### src/sv/spsg_pkg.sv
// Shared types, constants and table for the stereo tone and noise generator.
package spsg_pkg;

  // Widths.  Every counter and period lives in whole samples: all of them
  // stay multiples of the sub-step scale, so the scale drops out.
  localparam int TONE_W   = 10;
  localparam int CNT_W    = 11;
  localparam int WEIGHT_W = 14;
  localparam int SAMPLE_W = 15;
  localparam int SUM_W    = WEIGHT_W + 2;
  localparam int CFG_W    = 16;
  localparam int CFG_IDX_W = 2;

  localparam logic [SAMPLE_W-1:0] SAMPLE_MAX = 15'h7fff;

  // Input commands.
  localparam logic CMD_WRITE = 1'b0;
  localparam logic CMD_TICK  = 1'b1;

  // Configuration register indexes.
  localparam logic [CFG_IDX_W-1:0] CFG_OUTPUT_ENABLE = 2'd0;
  localparam logic [CFG_IDX_W-1:0] CFG_FEEDBACK_BIT  = 2'd1;
  localparam logic [CFG_IDX_W-1:0] CFG_WHITE_TAPS    = 2'd2;
  localparam logic [CFG_IDX_W-1:0] CFG_WHITE_INVERT  = 2'd3;

  // Chip register numbers; the odd ones are attenuations.
  localparam logic [2:0] REG_TONE_A = 3'd0;
  localparam logic [2:0] REG_TONE_B = 3'd2;
  localparam logic [2:0] REG_TONE_C = 3'd4;
  localparam logic [2:0] REG_NOISE  = 3'd6;

  // Noise rate code that borrows twice the period of tone C.
  localparam logic [1:0] NOISE_RATE_TONE = 2'd3;

  localparam logic [CFG_W-1:0] FEEDBACK_RST = 16'h8000;
  localparam logic [CFG_W-1:0] TAPS_RST     = 16'h0006;
  localparam logic [15:0]      SEED_RST     = 16'h4000;

  typedef enum logic {ST_IDLE, ST_EXEC} spsg_state_t;

  typedef struct packed {
    logic capture;
    logic do_write;
    logic do_tick;
  } spsg_cmd_t;

  typedef struct packed {
    logic cmd_tick;
  } spsg_stat_t;

  // 2 dB attenuation steps, code 15 is silence.
  function automatic logic [WEIGHT_W-1:0] atten_weight(input logic [3:0] code);
    logic [WEIGHT_W-1:0] w;
    case (code)
      4'd0:    w = 14'd10922;
      4'd1:    w = 14'd8675;
      4'd2:    w = 14'd6891;
      4'd3:    w = 14'd5473;
      4'd4:    w = 14'd4348;
      4'd5:    w = 14'd3453;
      4'd6:    w = 14'd2743;
      4'd7:    w = 14'd2179;
      4'd8:    w = 14'd1731;
      4'd9:    w = 14'd1374;
      4'd10:   w = 14'd1092;
      4'd11:   w = 14'd867;
      4'd12:   w = 14'd689;
      4'd13:   w = 14'd547;
      4'd14:   w = 14'd434;
      default: w = 14'd0;
    endcase
    return w;
  endfunction

  // A zero tone value counts as a period of one sample.
  function automatic logic [TONE_W-1:0] tone_period(input logic [TONE_W-1:0] t);
    return (t == '0) ? TONE_W'(1) : t;
  endfunction

endpackage

### src/sv/spsg_ctrl.sv
// Controller: accepts words, sequences write/tick execution, owns output valid.
module spsg_ctrl import spsg_pkg::*; (
  input  logic       clk,
  input  logic       rst_n,
  input  logic       in_valid,
  output logic       in_ready,
  output logic       out_valid,
  input  logic       out_ready,
  input  spsg_stat_t stat,
  output spsg_cmd_t  cmd
);

  spsg_state_t state_r, state_nxt;
  logic        out_valid_r, out_valid_nxt;

  always_ff @(posedge clk) begin
    if (!rst_n) begin
      state_r     <= ST_IDLE;
      out_valid_r <= 1'b0;
    end else begin
      state_r     <= state_nxt;
      out_valid_r <= out_valid_nxt;
    end
  end

  always_comb begin
    state_nxt    = state_r;
    in_ready     = 1'b0;
    cmd          = '0;
    case (state_r)
      ST_IDLE: begin
        in_ready = 1'b1;
        if (in_valid) begin
          cmd.capture = 1'b1;
          state_nxt   = ST_EXEC;
        end
      end
      ST_EXEC: begin
        if (!stat.cmd_tick) begin
          cmd.do_write = 1'b1;
          state_nxt    = ST_IDLE;
        end else if (!out_valid_r || out_ready) begin
          // output slot free (or being freed): load a new sample
          cmd.do_tick = 1'b1;
          state_nxt   = ST_IDLE;
        end
      end
      default: state_nxt = ST_IDLE;
    endcase

    out_valid_nxt = out_valid_r;
    if (cmd.do_tick)    out_valid_nxt = 1'b1;
    else if (out_ready) out_valid_nxt = 1'b0;
  end

  assign out_valid = out_valid_r;

  a_tick_waits: assert property (@(posedge clk) disable iff (!rst_n)
    (state_r == ST_EXEC && stat.cmd_tick && out_valid_r && !out_ready)
      |=> state_r == ST_EXEC)
    else $error("tick went ahead over an untaken sample");

  a_valid_source: assert property (@(posedge clk) disable iff (!rst_n)
    $rose(out_valid_r) |-> $past(cmd.do_tick))
    else $error("output valid rose without a tick");

  a_exec_one_cycle: assert property (@(posedge clk) disable iff (!rst_n)
    (cmd.do_write || cmd.do_tick) |=> state_r == ST_IDLE)
    else $error("controller stayed busy after execution");

endmodule

### config.mk
export PLATFORM = sky130hd
export DESIGN_NAME = spsg_ctrl
export DESIGN_NICKNAME = d
export VERILOG_FILES = /design/src/sv/spsg_pkg.sv /design/src/sv/spsg_ctrl.sv
export SDC_FILE = /design/constraint.sdc
export NUM_CORES = 1
export LEC_CHECK = 0
export ABC_AREA = 1
export ABC_CLOCK_PERIOD_IN_PS = 800
export BUFFER_PORTS_ARGS = -buffer_cell sky130_fd_sc_hd__buf_2
export CORE_AREA = 3 3 40 42
export CTS_BUF_LIST = sky130_fd_sc_hd__clkbuf_2 sky130_fd_sc_hd__clkbuf_4 sky130_fd_sc_hd__clkbuf_8
export DETAILED_ROUTE_END_ITERATION = 8
export DIE_AREA = 0 0 43 45
export PLACE_DENSITY_LB_ADDON = 0.12
export SLEW_MARGIN = 20
export SYNTH_ARGS = -nofsm -noshare
export SYNTH_HDL_FRONTEND = slang
export SYNTH_SLANG_ARGS = --single-unit
export TNS_END_PERCENT = 100
### constraint.sdc
create_clock -name clk -period 0.8 [get_ports clk]
set_input_delay 0.04 -clock clk [delete_from_list [all_inputs] [get_ports clk]]
set_output_delay 0.04 -clock clk [all_outputs]
set_load 0.05 [all_outputs]
==> flow_summary_export.csv <==
group,metric,value,unit
sta,rsz0062_at_grt,"true",
power_and_ir_drop,p_per_area,1928,nW/um^2
floorplanning,die_w,43,um
floorplanning,fp-row-count,13,
critical_path,cp_common_cell,"clkinvlp_4",
final_layout,instances_no_fill,45,
place,gp_congestion,0.6113,
sta,slew_viol_final,0,
sta,worstMarginPinSlew,249.3,ps
floorplanning,start_util,8.958,%
critical_path,cp.depth,4,
logic_synthesis,synth_commonest_cells,"4 x inv_1, 4 x nor2_1, 2 x dfxtp_1, 2 x nand2_1",
clocking,clk_path_buf_depth,2,
clocking,root_buffer,"clkbuf_4",
critical_path,criticalPathCategory,"reg2out",
global_routing,grt_pass1_vias,139,
critical_path,critPathRequiredTime,760,ps
clocking,cts_sinks,2,
sta,setup_slack,-237.9,ps
floorplanning,die-area,1935,um^2
drt,wl,327,um
global_routing,grt_usage,4.572,%
global_routing,grtUsageMet3,3.984,%
critical_path,cp-start-kind,"flop",
drt,vias_per_cell,3.222,
logic_synthesis,synth_edf_count,0,
sta,relSlewSlack,83.49,%
drt,drcViolationCount,0,
global_routing,grt_first_pass_wirelength,510,um
place,dp_cells,41,
floorplanning,pin_count,10,
final_layout,fill_cells,150,
clocking,h-tree-depth,1,
clocking,clk_pin_slew,40,ps
floorplanning,dieHeight,45,um
logic_synthesis,syn_inst,17,
clocking,cts_tree,"built",
global_routing,busiest_layer,"met4",
final_layout,layout.nets,36,
sta,hold_violations,0,
drt,ant_nets,0,
critical_path,cp_top_family,"flip-flops",
floorplanning,coreArea,1285,um^2
logic_synthesis,ys_types,9,
global_routing,antenna_found_initial,0,
status,violations,"negative setup slack",
sta,period_needed,1038,ps
sta,skew,9.225,ps
sta,finalCritPeriodShare,129.7,%
logic_synthesis,ys.flop_type,"dfxtp_1",
critical_path,path_buf_inv,3,
logic_synthesis,synth_top_area_share,34.78,%
logic_synthesis,synth.avg_cell_area,6.771,um^2
logic_synthesis,syn_area,115.1,um^2
critical_path,ff2ff_path_depth,4,
drt,dr.pass1.iters,2,
global_routing,grt_max_degree,4,
logic_synthesis,synth_top_cell_by_area,"dfxtp_1",
clocking,insertion_delay,230,ps
status,status,"complete, but fails checks",
drt,wl_per_cell,7.267,um
critical_path,arrival,1000,ps
logic_synthesis,ys_warn_count,0,
logic_synthesis,yosys-top-cells-area,"dfxtp_1 35%, inv_1 13%, nor2_1 13%, nor2_4 9.8%, a21oi_2 7.6%",
clocking,cts_hold_buffers,0,
job,drv_cap,0,
critical_path,worstPathCellList,"clkinvlp_4 -> nand2_4 -> clkinvlp_4 -> buf_6",
global_routing,use_met2,4.491,%
global_routing,met1_usage,3.597,%
critical_path,critPathSlowestCell,"dfxtp_4",
sta,holdWs,53.48,ps
final_layout,drive_above_1_share,90.00,%
critical_path,cp_slowest_stage_delay,350,ps
logic_synthesis,synth-seq-area-share,34.78,%
global_routing,grt_overflow,0,
critical_path,cp_max_fo,3,
clocking,cts_inserted_buffers,3,
min_path,hold_depth,3,
sta,finalSetupViolCount,5,
final_layout,n_antenna_cell,0,
drt,first_iter_violations,1,
drt,vias,145,
min_path,min_path_type,"in2reg",
place,port_buffers,9,
final_layout,syn_to_final_growth,133.7,%
logic_synthesis,async_reset_ff_share,0,%
power_and_ir_drop,vdd_drop_max,0.5725,mV
logic_synthesis,synth.net_count,22,
power_and_ir_drop,p_leak,0.1178,nW
critical_path,end_kind,"output pin",
logic_synthesis,synth-seq-cells,2,
sta,clock.fmax,963.5,MHz
through the flow:
step	utilization, %	setup slack (ps)	TNS [ps]	total power [mW]	cell area (um^2)
global placement	16.07	-66.00	-165.8	0.2153	206.4
global route	20.93	-302.6	-1043	0.5595	269.0
CTS	21.13	-253.2	-936.9	0.5449	271.5
detailed placement	16.07	-64.01	-159.6	0.2151	206.4
finish	20.93	-237.9	-776.0	0.5187	269.0
floorplan	-	-288.2	-700.5	0.1867	146.4
repair_timing:
action | CTS | global route
resized for setup | 9 | 2
cloned | 0 | 0
endpoints found under the setup margin | 6 | 5
setup buffers | 1 | 1
pin swaps | 2 | 2
hold endpoints to repair | 0 | 0
logic make-up after synthesis:
kind of cell    count (synthesis)  share of synthesized area [%]
compound gates                  1                          7.610
flops                           2                          34.78
simple gates                    8                          34.78
buf+inv                         6                          22.82
flip-flops by register name (all words and copies together) (netlist names):
register / flops
state_r: 1
out_valid: 1
power by group:
| part | internal (mW) | total [mW] | switching, mW |
|---|---|---|---|
| registers | 0.102 | 0.107 | 0.00488 |
| clock network | 0.220 | 0.292 | 0.0718 |
| logic | 0.0433 | 0.120 | 0.0768 |
path summary, 6_finish.rpt:
kind	from	end	slack [ps]
max	state_r	cmd[2]	-240
max reg2reg	state_r	state_r	-10
min	rst_n	out_valid	50
min reg2reg	out_valid	state_r	570
placed cells by master, fill, tap and decap left out:
master	n
clkinvlp_4	2
nor2_1	2
nand2_2	2
buf_6	4
inv_1	1
nor2_2	1
a21oi_2	1
nand2_4	1
nor2_4	2
buf_4	1
clkbuf_4	4
buf_2	5
inv_2	2
dfxtp_4	2
final cells by class:
cell class | count | area (um^2) | area share, %
tap | 15 | 18.77 | 6.977
inverter | 5 | 26.28 | 9.767
clock buffer | 4 | 30.03 | 11.16
multi-input combinational | 9 | 68.82 | 25.58
timing repair buffer | 10 | 77.57 | 28.84
sequential | 2 | 47.55 | 17.67
worst reg2reg max path, cell delays in order (launching register included):
cell and delay (ps):
dfxtp_4 350, clkinvlp_4 120, nand2_4 90, buf_4 110, a21oi_2 40
routing by layer:
metal | vias to the layer above | part of all wire (%) | wire, um
li1 | 72 | - | -
met1 | 57 | 37 | 120
met2 | 12 | 39 | 127
met3 | 4 | 16 | 53
met4 | 0 | 7.6 | 25
met5 | - | 0 | 0
(Power assumes the default switching activity.)
