**src/sv/spsg_pkg.sv**
```systemverilog
// Shared types, constants and table for the stereo tone and noise generator.
package spsg_pkg;

  // Widths.  Every counter and period lives in whole samples: all of them
  // stay multiples of the sub-step scale, so the scale drops out.
  localparam int TONE_W   = 10;
  localparam int CNT_W    = 11;
  localparam int WEIGHT_W = 14;
  localparam int SAMPLE_W = 15;
  localparam int SUM_W    = WEIGHT_W + 2;
  localparam int CFG_W    = 16;
  localparam int CFG_IDX_W = 2;

  localparam logic [SAMPLE_W-1:0] SAMPLE_MAX = 15'h7fff;

  // Input commands.
  localparam logic CMD_WRITE = 1'b0;
  localparam logic CMD_TICK  = 1'b1;

  // Configuration register indexes.
  localparam logic [CFG_IDX_W-1:0] CFG_OUTPUT_ENABLE = 2'd0;
  localparam logic [CFG_IDX_W-1:0] CFG_FEEDBACK_BIT  = 2'd1;
  localparam logic [CFG_IDX_W-1:0] CFG_WHITE_TAPS    = 2'd2;
  localparam logic [CFG_IDX_W-1:0] CFG_WHITE_INVERT  = 2'd3;

  // Chip register numbers; the odd ones are attenuations.
  localparam logic [2:0] REG_TONE_A = 3'd0;
  localparam logic [2:0] REG_TONE_B = 3'd2;
  localparam logic [2:0] REG_TONE_C = 3'd4;
  localparam logic [2:0] REG_NOISE  = 3'd6;

  // Noise rate code that borrows twice the period of tone C.
  localparam logic [1:0] NOISE_RATE_TONE = 2'd3;

  localparam logic [CFG_W-1:0] FEEDBACK_RST = 16'h8000;
  localparam logic [CFG_W-1:0] TAPS_RST     = 16'h0006;
  localparam logic [15:0]      SEED_RST     = 16'h4000;

  typedef enum logic {ST_IDLE, ST_EXEC} spsg_state_t;

  typedef struct packed {
    logic capture;
    logic do_write;
    logic do_tick;
  } spsg_cmd_t;

  typedef struct packed {
    logic cmd_tick;
  } spsg_stat_t;

  // 2 dB attenuation steps, code 15 is silence.
  function automatic logic [WEIGHT_W-1:0] atten_weight(input logic [3:0] code);
    logic [WEIGHT_W-1:0] w;
    case (code)
      4'd0:    w = 14'd10922;
      4'd1:    w = 14'd8675;
      4'd2:    w = 14'd6891;
      4'd3:    w = 14'd5473;
      4'd4:    w = 14'd4348;
      4'd5:    w = 14'd3453;
      4'd6:    w = 14'd2743;
      4'd7:    w = 14'd2179;
      4'd8:    w = 14'd1731;
      4'd9:    w = 14'd1374;
      4'd10:   w = 14'd1092;
      4'd11:   w = 14'd867;
      4'd12:   w = 14'd689;
      4'd13:   w = 14'd547;
      4'd14:   w = 14'd434;
      default: w = 14'd0;
    endcase
    return w;
  endfunction

  // A zero tone value counts as a period of one sample.
  function automatic logic [TONE_W-1:0] tone_period(input logic [TONE_W-1:0] t);
    return (t == '0) ? TONE_W'(1) : t;
  endfunction

endpackage

```
**src/sv/spsg_dpath.sv**
```systemverilog
// Datapath: chip registers, tone/noise counters, noise shifter, sample mix.
module spsg_dpath import spsg_pkg::*; (
  input  logic                 clk,
  input  logic                 rst_n,
  input  spsg_cmd_t            cmd,
  output spsg_stat_t           stat,
  input  logic                 in_command,
  input  logic                 in_port,
  input  logic [7:0]           in_write_byte,
  input  logic                 cfg_we,
  input  logic [CFG_IDX_W-1:0] cfg_index,
  input  logic [CFG_W-1:0]     cfg_wdata,
  output logic [SAMPLE_W-1:0]  left_sample,
  output logic [SAMPLE_W-1:0]  right_sample
);

  // captured word
  logic       command_r, command_nxt;
  logic       port_r, port_nxt;
  logic [7:0] byte_r, byte_nxt;

  // configuration
  logic             oe_r, oe_nxt;
  logic [CFG_W-1:0] fbbit_r, fbbit_nxt;
  logic [CFG_W-1:0] taps_r, taps_nxt;
  logic             inv_r, inv_nxt;

  // chip registers
  logic [2:0]        latched_r [2];
  logic [2:0]        latched_nxt [2];
  logic [TONE_W-1:0] tone_r [2][3];
  logic [TONE_W-1:0] tone_nxt [2][3];
  logic [1:0]        mode_r, mode_nxt;       // port 0 noise rate
  logic [WEIGHT_W-1:0] weight_r [8];
  logic [WEIGHT_W-1:0] weight_nxt [8];

  // port 1 tone lanes and port 0 noise channel
  logic [CNT_W-1:0] cnt_r [3];
  logic [CNT_W-1:0] cnt_nxt [3];
  logic             lvl_r [3];
  logic             lvl_nxt [3];
  logic [CNT_W-1:0] ncnt_r, ncnt_nxt;
  logic [CNT_W-1:0] nper_r, nper_nxt;
  logic             nlvl_r, nlvl_nxt;
  logic             white_r, white_nxt;
  logic [15:0]      shift_r, shift_nxt;

  logic [SAMPLE_W-1:0] left_r, left_nxt;
  logic [SAMPLE_W-1:0] right_r, right_nxt;

  // write decode
  logic              latch;
  logic [2:0]        reg_sel;
  logic [TONE_W-1:0] tcur, tnew;
  logic [CNT_W-1:0]  twice_cur, twice_new;

  // tick terms
  logic [CNT_W-1:0] ca;
  logic [CNT_W-1:0] cd;
  logic [15:0]      sh;
  logic [15:0]      tapped;
  logic             fb;
  logic [SUM_W-1:0] lsum, rsum;

  always_comb begin
    latch   = byte_r[7];
    reg_sel = latch ? byte_r[6:4] : latched_r[port_r];
    case (reg_sel[2:1])
      2'd0:    tcur = tone_r[port_r][0];
      2'd1:    tcur = tone_r[port_r][1];
      2'd2:    tcur = tone_r[port_r][2];
      default: tcur = '0;
    endcase
    tnew      = latch ? {tcur[TONE_W-1:4], byte_r[3:0]} : {byte_r[5:0], tcur[3:0]};
    twice_cur = {tone_period(tone_r[0][2]), 1'b0};
    twice_new = {tone_period(tnew), 1'b0};
  end

  always_comb begin
    command_nxt = command_r;
    port_nxt    = port_r;
    byte_nxt    = byte_r;
    oe_nxt      = oe_r;
    fbbit_nxt   = fbbit_r;
    taps_nxt    = taps_r;
    inv_nxt     = inv_r;
    latched_nxt = latched_r;
    tone_nxt    = tone_r;
    mode_nxt    = mode_r;
    weight_nxt  = weight_r;
    cnt_nxt     = cnt_r;
    lvl_nxt     = lvl_r;
    ncnt_nxt    = ncnt_r;
    nper_nxt    = nper_r;
    nlvl_nxt    = nlvl_r;
    white_nxt   = white_r;
    shift_nxt   = shift_r;
    left_nxt    = left_r;
    right_nxt   = right_r;
    ca          = '0;
    cd          = '0;
    sh          = '0;
    tapped      = '0;
    fb          = 1'b0;
    lsum        = '0;
    rsum        = '0;

    if (cfg_we) begin
      case (cfg_index)
        CFG_OUTPUT_ENABLE: oe_nxt    = cfg_wdata[0];
        CFG_FEEDBACK_BIT:  fbbit_nxt = cfg_wdata;
        CFG_WHITE_TAPS:    taps_nxt  = cfg_wdata;
        CFG_WHITE_INVERT:  inv_nxt   = cfg_wdata[0];
        default: ;
      endcase
    end

    if (cmd.capture) begin
      command_nxt = in_command;
      port_nxt    = in_port;
      byte_nxt    = in_write_byte;
    end

    if (cmd.do_write) begin
      if (latch) latched_nxt[port_r] = reg_sel;
      case (reg_sel)
        REG_TONE_A, REG_TONE_B, REG_TONE_C: begin
          tone_nxt[port_r][reg_sel[2:1]] = tnew;
          if (reg_sel == REG_TONE_C && !port_r && mode_r == NOISE_RATE_TONE)
            nper_nxt = twice_new;
        end
        REG_NOISE: begin
          // only port 0 noise is heard; reseed on every port 0 noise write
          if (!port_r) begin
            mode_nxt  = byte_r[1:0];
            white_nxt = byte_r[2];
            nper_nxt  = (byte_r[1:0] == NOISE_RATE_TONE) ? twice_cur
                        : (CNT_W'(32) << byte_r[1:0]);
            shift_nxt = fbbit_r;
            nlvl_nxt  = fbbit_r[0];
          end
        end
        default: weight_nxt[{port_r, reg_sel[2:1]}] = atten_weight(byte_r[3:0]);
      endcase
    end

    if (cmd.do_tick) begin
      for (int j = 0; j < 3; j++) begin
        ca = (weight_r[4+j] == '0 && cnt_r[j] <= CNT_W'(1)) ? cnt_r[j] + CNT_W'(1)
             : cnt_r[j];
        cd = ca - CNT_W'(1);
        if (cd == '0) begin
          cnt_nxt[j] = CNT_W'(tone_period(tone_r[1][j]));
          lvl_nxt[j] = ~lvl_r[j];
        end else begin
          cnt_nxt[j] = cd;
        end
      end

      ca = (weight_r[3] == '0 && ncnt_r <= CNT_W'(1)) ? ncnt_r + CNT_W'(1) : ncnt_r;
      cd = ca - CNT_W'(1);
      if (cd == '0) begin
        tapped = shift_r & taps_r;
        fb     = white_r ? (tapped != taps_r && tapped != '0) : shift_r[0];
        sh     = {1'b0, shift_r[15:1]} | (fb ? fbbit_r : '0);
        shift_nxt = sh;
        nlvl_nxt  = (white_r && inv_r) ? ~sh[0] : sh[0];
        ncnt_nxt  = nper_r;
      end else begin
        ncnt_nxt = cd;
      end

      // each channel contributes its level from before this tick
      if (oe_r) begin
        lsum = (lvl_r[0] ? SUM_W'(weight_r[4]) : '0) + (lvl_r[1] ? SUM_W'(weight_r[5]) : '0)
             + (lvl_r[2] ? SUM_W'(weight_r[6]) : '0) + (nlvl_r ? SUM_W'(weight_r[7]) : '0);
        rsum = (lvl_r[0] ? SUM_W'(weight_r[0]) : '0) + (lvl_r[1] ? SUM_W'(weight_r[1]) : '0)
             + (lvl_r[2] ? SUM_W'(weight_r[2]) : '0) + (nlvl_r ? SUM_W'(weight_r[3]) : '0);
      end
      left_nxt  = lsum[SUM_W-1] ? SAMPLE_MAX : lsum[SAMPLE_W-1:0];
      right_nxt = rsum[SUM_W-1] ? SAMPLE_MAX : rsum[SAMPLE_W-1:0];
    end
  end

  always_ff @(posedge clk) begin
    command_r <= command_nxt;
    port_r    <= port_nxt;
    byte_r    <= byte_nxt;
    left_r    <= left_nxt;
    right_r   <= right_nxt;
    if (!rst_n) begin
      oe_r    <= 1'b1;
      fbbit_r <= FEEDBACK_RST;
      taps_r  <= TAPS_RST;
      inv_r   <= 1'b0;
      for (int p = 0; p < 2; p++) begin
        latched_r[p] <= '0;
        for (int k = 0; k < 3; k++) tone_r[p][k] <= '0;
      end
      mode_r <= '0;
      for (int i = 0; i < 8; i++) weight_r[i] <= '0;
      for (int j = 0; j < 3; j++) begin
        cnt_r[j] <= CNT_W'(1);
        lvl_r[j] <= 1'b0;
      end
      ncnt_r  <= CNT_W'(1);
      nper_r  <= CNT_W'(1);
      nlvl_r  <= 1'b0;
      white_r <= 1'b0;
      shift_r <= SEED_RST;
    end else begin
      oe_r      <= oe_nxt;
      fbbit_r   <= fbbit_nxt;
      taps_r    <= taps_nxt;
      inv_r     <= inv_nxt;
      latched_r <= latched_nxt;
      tone_r    <= tone_nxt;
      mode_r    <= mode_nxt;
      weight_r  <= weight_nxt;
      cnt_r     <= cnt_nxt;
      lvl_r     <= lvl_nxt;
      ncnt_r    <= ncnt_nxt;
      nper_r    <= nper_nxt;
      nlvl_r    <= nlvl_nxt;
      white_r   <= white_nxt;
      shift_r   <= shift_nxt;
    end
  end

  assign stat.cmd_tick = (command_r == CMD_TICK);
  assign left_sample   = left_r;
  assign right_sample  = right_r;

  a_noise_cnt_live: assert property (@(posedge clk) disable iff (!rst_n)
    ncnt_r != '0)
    else $error("noise counter reached zero between ticks");

  a_noise_per_live: assert property (@(posedge clk) disable iff (!rst_n)
    nper_r != '0)
    else $error("noise period is zero");

  a_tone_reload: assert property (@(posedge clk) disable iff (!rst_n)
    (cmd.do_tick && cnt_r[0] == CNT_W'(1) && weight_r[4] != '0)
      |=> lvl_r[0] != $past(lvl_r[0]))
    else $error("tone lane did not toggle on expiry");

endmodule
```
**config.mk**
```make
export PLATFORM = sky130hd
export DESIGN_NAME = spsg_dpath
export DESIGN_NICKNAME = d
export VERILOG_FILES = /design/src/sv/spsg_pkg.sv /design/src/sv/spsg_dpath.sv
export SDC_FILE = /design/constraint.sdc
export NUM_CORES = 1
export LEC_CHECK = 0
export ABC_AREA = 1
export ABC_CLOCK_PERIOD_IN_PS = 7900
export BUFFER_PORTS_ARGS = -buffer_cell sky130_fd_sc_hd__buf_2
export CORE_ASPECT_RATIO = 0.9
export CORE_MARGIN = 1.5
export CORE_UTILIZATION = 60
export CTS_BUF_LIST = sky130_fd_sc_hd__clkbuf_4 sky130_fd_sc_hd__clkbuf_8
export DETAILED_ROUTE_END_ITERATION = 16
export PLACE_DENSITY = 0.77
export SKIP_LAST_GASP = 1
export SYNTH_ARGS = -nofsm -noshare
export SYNTH_HDL_FRONTEND = slang
export SYNTH_SLANG_ARGS = --single-unit
```
**constraint.sdc**
```tcl
create_clock -name clk -period 7.9 [get_ports clk]
set_input_delay 0.395 -clock clk [delete_from_list [all_inputs] [get_ports clk]]
set_output_delay 0.395 -clock clk [all_outputs]
set_load 0.01 [all_outputs]
```
==> results of run 1 <==
cell usage in the layout, fill, tap and decap left out, drive strengths merged, types with 15 or more instances in the layout:
cell	instances
a21oi	223
buf	82
clkbuf	87
clkinv	17
dfxtp	304
edfxtp	40
fa	56
ha	54
inv	414
nand2	541
nand3	98
nand4	35
nor2	404
nor3	15
o21ai	379
xor2	18
through the flow:
step / power, mW / setup slack (ns) / hold WS [ns] / instances
after floorplan: 4.08 / 3.72 / 0.424 / 2768
after global placement: 4.58 / 2.95 / 0.452 / 3158
after detailed placement: 4.63 / 2.60 / 0.453 / 3158
after CTS: 6.33 / 2.62 / 0.0114 / 3276
after global routing: 6.80 / 2.12 / 0.0156 / 3276
final: 6.35 / 2.63 / 0.0358 / 3276
report_power, final:
part / internal, mW / switching (mW)
Clock: 0.949 / 0.731
Sequential: 1.93 / 0.201
Combinational: 0.811 / 1.73
worst register-to-register path, cell delays in order, from the launching register on:
cell and delay, ns:
dfxtp_1 0.66, buf_4 0.34, nand2_1 0.11, fa_1 0.49, inv_1 0.05, fa_1 0.47, ha_1 0.25, fa_1 0.41
nand3_1 0.11, nand2_1 0.12, a21oi_1 0.24, o21ai_0 0.17, nand3_1 0.11, nand2_1 0.10, a21oi_1 0.14, nor2_1 0.05
o21ai_0 0.92, o21ai_0 0.25
area by class of cell:
cell class,instances,area share [%]
Multi-Input combinational cell,1898,47.4
Sequential cell,344,34.2
Inverter,418,7.36
Clock buffer,87,5.15
Timing Repair Buffer,96,2.82
Tap cell,416,2.44
Clock inverter,17,0.658
how the worst max path moves through the flow:
stage,cells past startpoint,endpoint,start,slack (ns)
2_1_floorplan,18,left_sample[10],lvl_r[2],3.72
3_3_place_gp,16,right_sample[6],lvl_r[1],2.95
3_5_place_dp,17,left_sample[8],lvl_r[0],2.60
4_1_cts,17,left_sample[8],lvl_r[0],2.62
5_1_grt,17,left_sample[3],lvl_r[0],2.12
6_report,17,left_sample[8],lvl_r[0],2.63
timing repair:
action / 4_1_cts / 5_1_grt
setup buffers: 0 / 0
endpoints found under the hold margin: 14 / 0
hold buffers: 14 / 0
state kept, by name, indices dropped and copies added, names as in the netlist, named ones only:
name	count
ncnt_r	11
nlvl_r	1
stat	1
mode_r	2
weight_r	112
port_r	1
right_sample	15
nper_r	11
fbbit_r	16
byte_r	8
lvl_r	3
inv_r	1
cnt_r	33
taps_r	16
latched_r	6
left_sample	15
white_r	1
tone_r	60
oe_r	1
shift_r	16
layer usage:
| layer | vias up | wire length, µm | GRT usage [%] | share of wire (%) |
|---|---|---|---|---|
| li1 | 8954 | - | - | - |
| met1 | 8490 | 22700 | 42.5 | 44 |
| met2 | 699 | 23800 | 49.7 | 45 |
| met3 | 115 | 3920 | 5.43 | 7.5 |
| met4 | 0 | 1810 | 12.7 | 3.5 |
| met5 | - | 0 | 0 | 0 |
kinds of logic (layout without fill, tap and decap cells):
kind of cell    after synthesis  after routing  synth area share, %
compound gates              651            651                 17.4
flops                       344            344                 37.6
simple gates               1108           1108                 24.1
buf+inv                     526            618                 10.3
fa+ha+maj                   110            110                 9.27
xor+xnor                     29             29                 1.31
==> flow_metrics.env, run 1 <==
export IMPL_reg2reg_depth=17
export IMPL_yosys_cell_types_count=48
export IMPL_gr_usage_all_layers_pct=31.4
export IMPL_drt_antenna_violating_nets=0
export IMPL_drive_gt1_share_pct=9.06
export IMPL_diodes=0
export IMPL_hp_start="cfg_wdata[15]"
export IMPL_seq_area_frac_synth_pct=37.6
export IMPL_io_pins=65
export IMPL_start_util_pct=60.8
export IMPL_wl_per_cell_um=15.9
export IMPL_drt_iter0_markers=1687
export IMPL_worst_path_buf_inv=2
export IMPL_hold_path_class="in2reg"
export IMPL_regArea_mm2=0.00729
export IMPL_slowest_delay_ns=0.92
export IMPL_drt_wl_total_um=52200
export IMPL_cp_max_fo=16
export IMPL_slew_headroom_pct=19.1
export IMPL_yosysMostFrequentCell="nand2_1"
export IMPL_die_w_um=192
export IMPL_required_ns=8.19
export IMPL_worst_pin_slew_ns=1.20
export IMPL_ir_drop_mv=0.347
export IMPL_grt_pass1_wl_um=84600
export IMPL_yosys_register_bits=344
export IMPL_clk_pin_slew_ns=0.06
export IMPL_synth_area_mm2=0.0194
export IMPL_grt_max_degree=105
export IMPL_period_minus_slack_ns=5.27
export IMPL_die_area_mm2=0.0334
export IMPL_nets=2958
export IMPL_cts_htree_levels=2
export IMPL_nFillCells=2760
export IMPL_crit_family="compound AO/OA/AOI/OAI gates"
export IMPL_die_y_um=174
export IMPL_synthTopCellsByCount="nand2_1 (528), inv_1 (402), nor2_1 (373)"
export IMPL_synth_avg_cell_area_um2=7.00
export IMPL_crit_slowest_cell="o21ai_0"
export IMPL_start_kind="flip-flop"
export IMPL_reg2reg_slack_ns=2.63
export IMPL_status="finished, final reports clean"
export IMPL_postLayoutCellArea_mm2=0.0213
export IMPL_synthCells=2768
export IMPL_grt_remaining_overflow=0
export IMPL_cts_root_buf="clkbuf_8"
export IMPL_r2r_end="left_sample[8]"
export IMPL_post_route_util_pct=66.8
export IMPL_min_period_over_period_pct=66.7
export IMPL_antenna_found_initial=0
export IMPL_synth_edf_count=40
export IMPL_cts_path_max_buffers=3
export IMPL_final_hold_viol_count=0
export IMPL_core_area_mm2=0.0319
export IMPL_rsz0062_at_grt="no"
export IMPL_setup_viol=0
export IMPL_cts_resized_gates=0
export IMPL_dr_pass1_iters=6
export IMPL_syn_num_nets=2912
export IMPL_drv_cap=0
export IMPL_io_buffer_count=64
export IMPL_fmax_ghz=0.190
export IMPL_synth_top_area_cell="dfxtp_1"
export IMPL_cp_arrival_ns=5.56
export IMPL_p_leak_nw=10.2
export IMPL_cts_tree="built"
export IMPL_gp_congestion=0.968
export IMPL_crit_chain="buf_4 -> nand2_1 -> fa_1 -> inv_1 -> fa_1 -> ha_1 -> fa_1 -> nand3_1 -> nand2_1 -> a21oi_1 -> o21ai_0 -> nand3_1 -> nand2_1 -> a21oi_1 -> nor2_1 -> o21ai_0 -> o21ai_0"
export IMPL_setup_tns_ns=0
export IMPL_holdPathStages=3
export IMPL_holdPathEnd="fbbit_r[15]"
export IMPL_yosysWarnings=0
export IMPL_grt_pass1_vias=17100
export IMPL_synthDominantCellAreaShare_pct=31.4
export IMPL_worst_skew_pair_late_latency_ns=0.63
export IMPL_syn_to_final_growth_pct=9.94
export IMPL_vias=18300
export IMPL_numClockSinks=344
export IMPL_avgViaCountPerCell=5.57
export IMPL_yosys_top_cells_area="dfxtp_1 (31%), nand2_1 (10%), o21ai_0 (9.5%), inv_1 (7.8%), nor2_1 (7.2%)"
export IMPL_multiInputGateArea_mm2=0.0101
export IMPL_dpl_instance_area_mm2=0.0199
export IMPL_cts_buffers=56
export IMPL_crit_type="reg2reg"
export IMPL_ys_dominant_reg_cell="dfxtp_1"
export IMPL_endpoint_kind="flip-flop"
export IMPL_powerDensity_mw_per_mm2=298
export IMPL_rows=62
export IMPL_route_detailed_drc=0
export IMPL_r2r_start="lvl_r[0]"
export IMPL_skew_ns=0.0269
export IMPL_slew_violations=0
export IMPL_dp_hpwl_um=37200
export IMPL_async_reset_ff_share_pct=0
Power figures use the tool's default switching activity.
==> run 2: changes to the inputs <==
- ABC_CLOCK_PERIOD_IN_PS: 7900 -> 5400
- clock period: 7.9 -> 5.4 ns (I/O delays scaled with it)
==> flow_metrics.env, run 2 (synthesis gave the netlist of run 1 again) <==
export IMPL_worst_pin_slew_ns=1.07
export IMPL_place_inst=3164
export IMPL_core_area_mm2=0.0319
export IMPL_grt_pass1_wl_um=85000
export IMPL_top_layer="met4"
export IMPL_setup_slack_ns=0.804
export IMPL_largest_reg_flops=112
export IMPL_ir_drop_mv=0.564
export IMPL_final_hold_viol_count=0
export IMPL_powerDensity_mw_per_mm2=427
export IMPL_rows=62
export IMPL_cts_root_buf="clkbuf_8"
export IMPL_die_area_mm2=0.0334
export IMPL_min_period_over_period_pct=85.1
export IMPL_start_kind="flip-flop"
export IMPL_regMostFlops="weight_r"
export IMPL_nFillCells=2812
export IMPL_route_detailed_drc=0
export IMPL_cp_arrival_ns=4.93
export IMPL_cts_path_max_buffers=3
export IMPL_cts_buffers=55
export IMPL_route_met2_wl_um=23800
export IMPL_final_common_cell="nand2_1"
export IMPL_syn_to_final_growth_pct=10.6
export IMPL_rsz0062_at_grt="no"
export IMPL_avgViaCountPerCell=5.57
export IMPL_endpoint_kind="flip-flop"
export IMPL_status="finished, final reports clean"
export IMPL_grt_max_degree=124
export IMPL_period_minus_slack_ns=4.60
export IMPL_hold_path_class="in2reg"
export IMPL_preCtsSetupSlack_ns=0.857
export IMPL_holdPathStages=5
export IMPL_worst_skew_pair_late_latency_ns=0.61
export IMPL_layoutNonFillerInstCount=3294
export IMPL_diodes=0
export IMPL_io_pins=65
export IMPL_wl_per_cell_um=15.8
export IMPL_drt_wl_total_um=52100
export IMPL_regArea_mm2=0.00729
export IMPL_drt_iter0_markers=1760
export IMPL_gp_congestion=0.929
export IMPL_routed_wl_met3_um=3750
export IMPL_required_ns=5.73
export IMPL_final_cell_mix="nand2_1 (528), inv_1 (402), nor2_1 (372)"
export IMPL_dr_pass1_iters=5
export IMPL_crit_type="reg2reg"
export IMPL_nets=2979
export IMPL_vias=18300
export IMPL_die_y_um=174
export IMPL_antenna_found_initial=0
export IMPL_fmax_ghz=0.218
export IMPL_slew_violations=0
export IMPL_clk_pin_slew_ns=0.06
export IMPL_cts_resized_gates=0
export IMPL_slew_headroom_pct=28.4
export IMPL_cts_tree="built"
export IMPL_die_w_um=192
export IMPL_numClockSinks=344
export IMPL_m1WireLength_um=22800
export IMPL_dp_hpwl_um=37100
export IMPL_reg2reg_depth=17
export IMPL_cp_max_fo=19
export IMPL_reg_top3="weight_r (112), tone_r (60), cnt_r (33)"
export IMPL_p_leak_nw=10.3
export IMPL_grt_remaining_overflow=0
export IMPL_grt_pass1_vias=17000
export IMPL_multiInputGateArea_mm2=0.0101
export IMPL_setup_viol=0
export IMPL_drt_antenna_violating_nets=0
export IMPL_drive_gt1_share_pct=9.07
export IMPL_io_buffer_count=64
export IMPL_drv_cap=0
export IMPL_total_power_mw=9.16
export IMPL_setup_tns_ns=0
export IMPL_gr_usage_all_layers_pct=31.5
export IMPL_cts_htree_levels=2
export IMPL_start_util_pct=60.8
export IMPL_post_route_util_pct=67.2
export IMPL_skew_ns=0.0198
## run 2: what timing repair did
item | CTS | global route
hold buffers | 30 | 0
setup buffers | 0 | 0
hold endpoints to repair | 44 | 0
setup endpoints to repair | 0 | 0
## run 2: cell type report
class / instances / share of cell area (%)
clock buffers: 92 / 5.23
clock inverters: 8 / 0.187
inverters: 418 / 7.32
multi-input cells: 1898 / 47.1
flip-flops and latches: 344 / 34.0
well taps: 416 / 2.43
repair buffers: 118 / 3.76
## run 2: path summary, 6_finish.rpt
kind,startpoint,endpoint,slack [ns]
worst max register to register,lvl_r[2],left_sample[10],0.80
worst max-delay path,lvl_r[2],left_sample[10],0.80
worst min register to register,weight_r[65],weight_r[65],0.46
worst min-delay path,cfg_index[0],oe_r,0.03
## run 2: layer usage
metal	vias up	GRT usage, %
li1	8989	-
met2	756	50.9
met3	115	4.19
met4	0	11.8
met1	8489	42.9
met5	-	0
## run 2: where the power goes
part | internal, mW | switching, mW
Clock | 1.30 | 1.03
Sequential | 2.83 | 0.291
Combinational | 1.19 | 2.52
Total | 5.32 | 3.84
## run 2: stage by stage
stage / instance area, µm² / hold WS (ns)
detailed placement: 20000 / 0.449
global route: 21400 / 0.0526
global placement: 20000 / 0.446
finish: 21400 / 0.0344
CTS: 21400 / 0.0218
floorplan: 19400 / 0.369
## run 2: worst max-delay path: stages, from the launching register on
cell	delay, ns
dfxtp_1	0.79
buf_4	0.30
nand2_1	0.11
fa_1	0.55
inv_1	0.06
fa_1	0.52
fa_1	0.49
nand3_1	0.11
nand2_1	0.10
a21oi_1	0.24
o21ai_0	0.18
nand3_1	0.10
nand2_1	0.08
a21oi_1	0.16
nor2_1	0.06
o21ai_0	0.15
buf_4	0.20
o21ai_0	0.11
